===== src/rtl/core/ole_pkg.sv =====
// ----------------------------------------------------------------------------
// ole_pkg
// Shared types and constants of the ordered list engine: operation codes,
// status codes, field widths and the per-cell command bundle.
// ----------------------------------------------------------------------------
`default_nettype none

package ole_pkg;

	// default geometry
	localparam int DEPTH_DEF      = 64;
	localparam int ELEM_WIDTH_DEF = 32;

	// fixed field widths of the transaction ports
	localparam int MODE_W   = 2;
	localparam int INDEX_W  = 7;
	localparam int VALUE_W  = 32;
	localparam int DATA_W   = 32;
	localparam int COUNT_W  = 7;
	localparam int STATUS_W = 2;

	// operation codes carried by mode
	typedef enum logic [MODE_W-1:0] {
		MODE_INSERT  = 2'd0,
		MODE_DELETE  = 2'd1,
		MODE_REVERSE = 2'd2,
		MODE_READ    = 2'd3
	} mode_t;

	// result status codes
	typedef enum logic [STATUS_W-1:0] {
		ST_OK    = 2'd0,
		ST_FULL  = 2'd1,
		ST_RANGE = 2'd2
	} status_t;

	// command broadcast to every cell of the row
	typedef struct packed {
		logic ins;  // open a slot at the pointer and load the new value
		logic del;  // close the slot at the pointer
		logic rd;   // present the element at the pointer on the read tap
	} cell_cmd_t;

endpackage : ole_pkg

`default_nettype wire


===== src/rtl/core/ole_cell.sv =====
// ----------------------------------------------------------------------------
// ole_cell
// One storage cell of the list row. Holds one element and, on a broadcast
// command, keeps it, takes the lower or upper neighbor's element, or loads
// the new value, depending on its position relative to the pointer.
// ----------------------------------------------------------------------------
`default_nettype none

module ole_cell #(
	parameter int DEPTH      = ole_pkg::DEPTH_DEF,
	parameter int ELEM_WIDTH = ole_pkg::ELEM_WIDTH_DEF,
	parameter int POS        = 0
) (
	input  wire logic                   clk,
	input  wire ole_pkg::cell_cmd_t     cmd,
	input  wire logic [$clog2(DEPTH)-1:0] ptr,
	input  wire logic [ELEM_WIDTH-1:0]  new_value,
	input  wire logic [ELEM_WIDTH-1:0]  from_lo,
	input  wire logic [ELEM_WIDTH-1:0]  from_hi,
	output      logic [ELEM_WIDTH-1:0]  data,
	output      logic [ELEM_WIDTH-1:0]  rd_tap
);

	localparam int IDX_W = $clog2(DEPTH);
	localparam logic [IDX_W-1:0] MY_POS = IDX_W'(POS);

	logic [ELEM_WIDTH-1:0] elem_q;
	logic                  at_ptr;
	logic                  above_ptr;

	// position relative to the pointer
	assign at_ptr    = (MY_POS == ptr);
	assign above_ptr = (MY_POS > ptr);

	// element register: load, shift up, shift down or hold
	always_ff @(posedge clk) begin
		if (cmd.ins) begin
			if (at_ptr) begin
				elem_q <= new_value;
			end else if (above_ptr) begin
				elem_q <= from_lo;
			end
		end else if (cmd.del) begin
			if (at_ptr || above_ptr) begin
				elem_q <= from_hi;
			end
		end
	end

	assign data = elem_q;

	// read tap, zero unless this cell is addressed
	assign rd_tap = (cmd.rd && at_ptr) ? elem_q : '0;

endmodule : ole_cell

`default_nettype wire


===== config.mk =====
export PLATFORM = sky130hd
export DESIGN_NAME = ole_cell
export DESIGN_NICKNAME = d
export VERILOG_FILES = /design/src/rtl/core/ole_pkg.sv /design/src/rtl/core/ole_cell.sv
export SDC_FILE = /design/constraint.sdc
export NUM_CORES = 1
export LEC_CHECK = 0
export ABC_AREA = 1
export BUFFER_PORTS_ARGS = -buffer_cell sky130_fd_sc_hd__buf_4
export CAP_MARGIN = 20
export CORE_MARGIN = 4
export CORE_UTILIZATION = 42
export CTS_BUF_LIST = sky130_fd_sc_hd__clkbuf_2
export DETAILED_ROUTE_END_ITERATION = 8
export PLACE_DENSITY = 0.83
export SYNTH_ARGS = -nofsm -noshare
export SYNTH_HDL_FRONTEND = slang
export SYNTH_SLANG_ARGS = --single-unit
export TNS_END_PERCENT = 1

===== constraint.sdc =====
create_clock -name clk -period 3.2 [get_ports clk]
set_input_delay 0.16 -clock clk [delete_from_list [all_inputs] [get_ports clk]]
set_output_delay 0.16 -clock clk [all_outputs]
set_load 0.005 [all_outputs]

==> results_dict.tcl <==
set metrics [dict create \
    post_cts_buffers 0 \
    cp.arrival_ps 1590 \
    crit_path_max_incr_delay_ps 700 \
    start_util_pct 44.4 \
    hold_class "in2reg" \
    vias 2790 \
    pin_count 170 \
    cts_tree "yes" \
    cts_buffer_depth 2 \
    power.static_leakage_uw 0.00222 \
    grt_pass1_vias 2604 \
    pwr-share-seq_pct 49.1 \
    root_buffer "clkbuf_2" \
    totalWireLength_um 7900 \
    hold_path_end "data[5]$_DFFE_PP_" \
    syn-num-nets 456 \
    cts_made_buffers 5 \
    combPwrFrac_pct 22.6 \
    power_density_nw_per_um2 259 \
    die_area_um2 6790 \
    min_period_over_period_pct 50.0 \
    fp.coreArea_um2 5240 \
    final_cells 581 \
    placed_cells 573 \
    max_freq_mhz 624 \
    synth_commonest_cells "97 x inv_1, 96 x nand2_1, 34 x nor2_1" \
    irDropWorstVdd_uv 131 \
    hold_viol 0 \
    worst_hold_startpoint "from_hi[5]" \
    power.share.clock_pct 28.3 \
    path_cells "buf_4, nor2_4, buf_4, nand3_2, nor2_4" \
    cts_resized 0 \
    ys_dominant_reg_cell "edfxtp_1" \
    synthCells 350 \
    maxCapViolCount 0 \
    clock_sinks 32 \
    largest_register_ff_count 32 \
    netlist_top_cells_area "edfxtp_1 41%, inv_1 16%, nand2_1 15%" \
    via_per_inst 4.80 \
    finalMaxSlewViolations 0 \
    cts_hold_buffers 0 \
    whs_ps 69.6 \
    fin_crit_ps 1600 \
    fin_nets 616 \
    slew_headroom_pct 38.6 \
    drtIter0Drc 121 \
    ant_nets 0 \
    required_ps 3190 \
    setup_ws_ps 1600 \
    grt_max_degree 35 \
    endpoint_kind "register" \
    syn_to_final_growth_pct 59.0 \
    placed_cell_area_um2 3630 \
    hold_depth 3 \
    dr.pass1.iters 4 \
    worst_pin_slew_ps 920 \
    antenna_cells 0 \
    port_buffers 169 \
    slowest_stage "nor2_4" \
    setup_tns_ps 0 \
    die_w_um 82.4 \
    rows 26 \
    fin_area_um2 3700 \
    syn_area_per_cell_um2 6.65 \
    antenna_found_initial 0 \
    post-synth-top-count-cell "inv_1" \
    drive_gt1_share_pct 36.8 \
    cts.clk_slew.worst_paths_ps 170 \
    rsz0062_at_grt "no" \
    yosys.area.top_type "edfxtp_1" \
    synth_edf_count 32 \
    synth_seq_cells 32 \
    place_ws_ps 1230 \
    critPathLaunchType "input pin" \
    routabilityCongestion 0.903 \
    cp_max_fo 34 \
    worstSetupPathType "in2reg" \
    wl_per_cell_um 13.6 \
    p_int_uw 724 \
    power_switching_uw 235 \
    grt_pass1_wl_um 11300 \
    grt-ovfl-total 0 \
    synth_area_um2 2330 \
    cts_max_level 2 \
    synth_top_area_share_pct 41.3 \
    setup_viol 0 \
    dp_hpwl_um 6130 \
    async_flop_share_pct 0 \
    cp-startpoint "ptr[1]" \
    grtUsageTotal_pct 21.7 \
    status "complete, no violations" \
    drc 0 \
    dieHeight_um 82.4 \
    yosysSeqAreaShare_pct 41.3 \
    yosysUniqueCellTypes 11 \
    yosysWarnings 0 \
    swShare_pct 24.5 \
]
[power groups by stage]
stage          Clock [uW]  Sequential [uW]  Combinational (uW)
2_1_floorplan           0              481                90.4
3_3_place_gp            0              480                 210
3_5_place_dp            0              480                 216
4_1_cts               276              471                 216
5_1_grt               285              471                 239
6_report              271              471                 217
[worst max-delay path: cells and delay by family]
| kind | cells | cell delay [ps] |
|---|---|---|
| simple gates | 3 | 960 |
| buf+inv | 2 | 460 |
[layout make-up]
type / instances / area (um^2)
Fill cell: 424 / 1540
Sequential cell: 32 / 961
Timing Repair Buffer: 175 / 1310
Clock inverter: 2 / 35.0
Tap cell: 70 / 87.6
Multi-Input combinational cell: 199 / 906
Clock buffer: 6 / 30.0
Inverter: 97 / 364
[layer usage]
| layer | GRT usage (%) | vias to the layer above | wire length [um] |
|---|---|---|---|
| met5 | 0 | - | 0 |
| met4 | 12.8 | 0 | 342 |
| met3 | 3.80 | 28 | 756 |
| met2 | 39.7 | 167 | 4090 |
| met1 | 23.1 | 1212 | 2710 |
| li1 | - | 1383 | - |
[cell families after synthesis]
kind of cell / Yosys count / synth area share [%]
flip-flops: 32 / 41.3
buffers and inverters: 119 / 20.1
AND/OR/NAND/NOR: 199 / 38.6
[how the worst max path moves through the flow]
| stage | cells past startpoint | endpoint | slack [ps] |
|---|---|---|---|
| CTS | 5 | data[2]$_DFFE_PP_ | 1640 |
| floorplan | 4 | data[0]$_DFFE_PP_ | 800 |
| finish | 5 | data[19]$_DFFE_PP_ | 1600 |
| detailed placement | 5 | data[16]$_DFFE_PP_ | 1230 |
| global route | 5 | data[19]$_DFFE_PP_ | 1520 |
| global placement | 5 | data[16]$_DFFE_PP_ | 1300 |
[cells in the final DEF, fill, tap and decap left out, drive strengths merged]
cell type	count
buf	175
bufinv	1
clkbuf	6
clkinv	1
edfxtp	32
inv	97
nand2	96
nand3	33
nand4	33
nor2	37
[metrics by stage]
stage | power, uW | utilization, %
6_report | 959 | 70.6
5_1_grt | 996 | 70.6
4_1_cts | 963 | 70.6
3_5_place_dp | 696 | 69.4
3_3_place_gp | 691 | 69.4
2_1_floorplan | 571 | -
No activity file was read; power rests on OpenSTA's default activity.
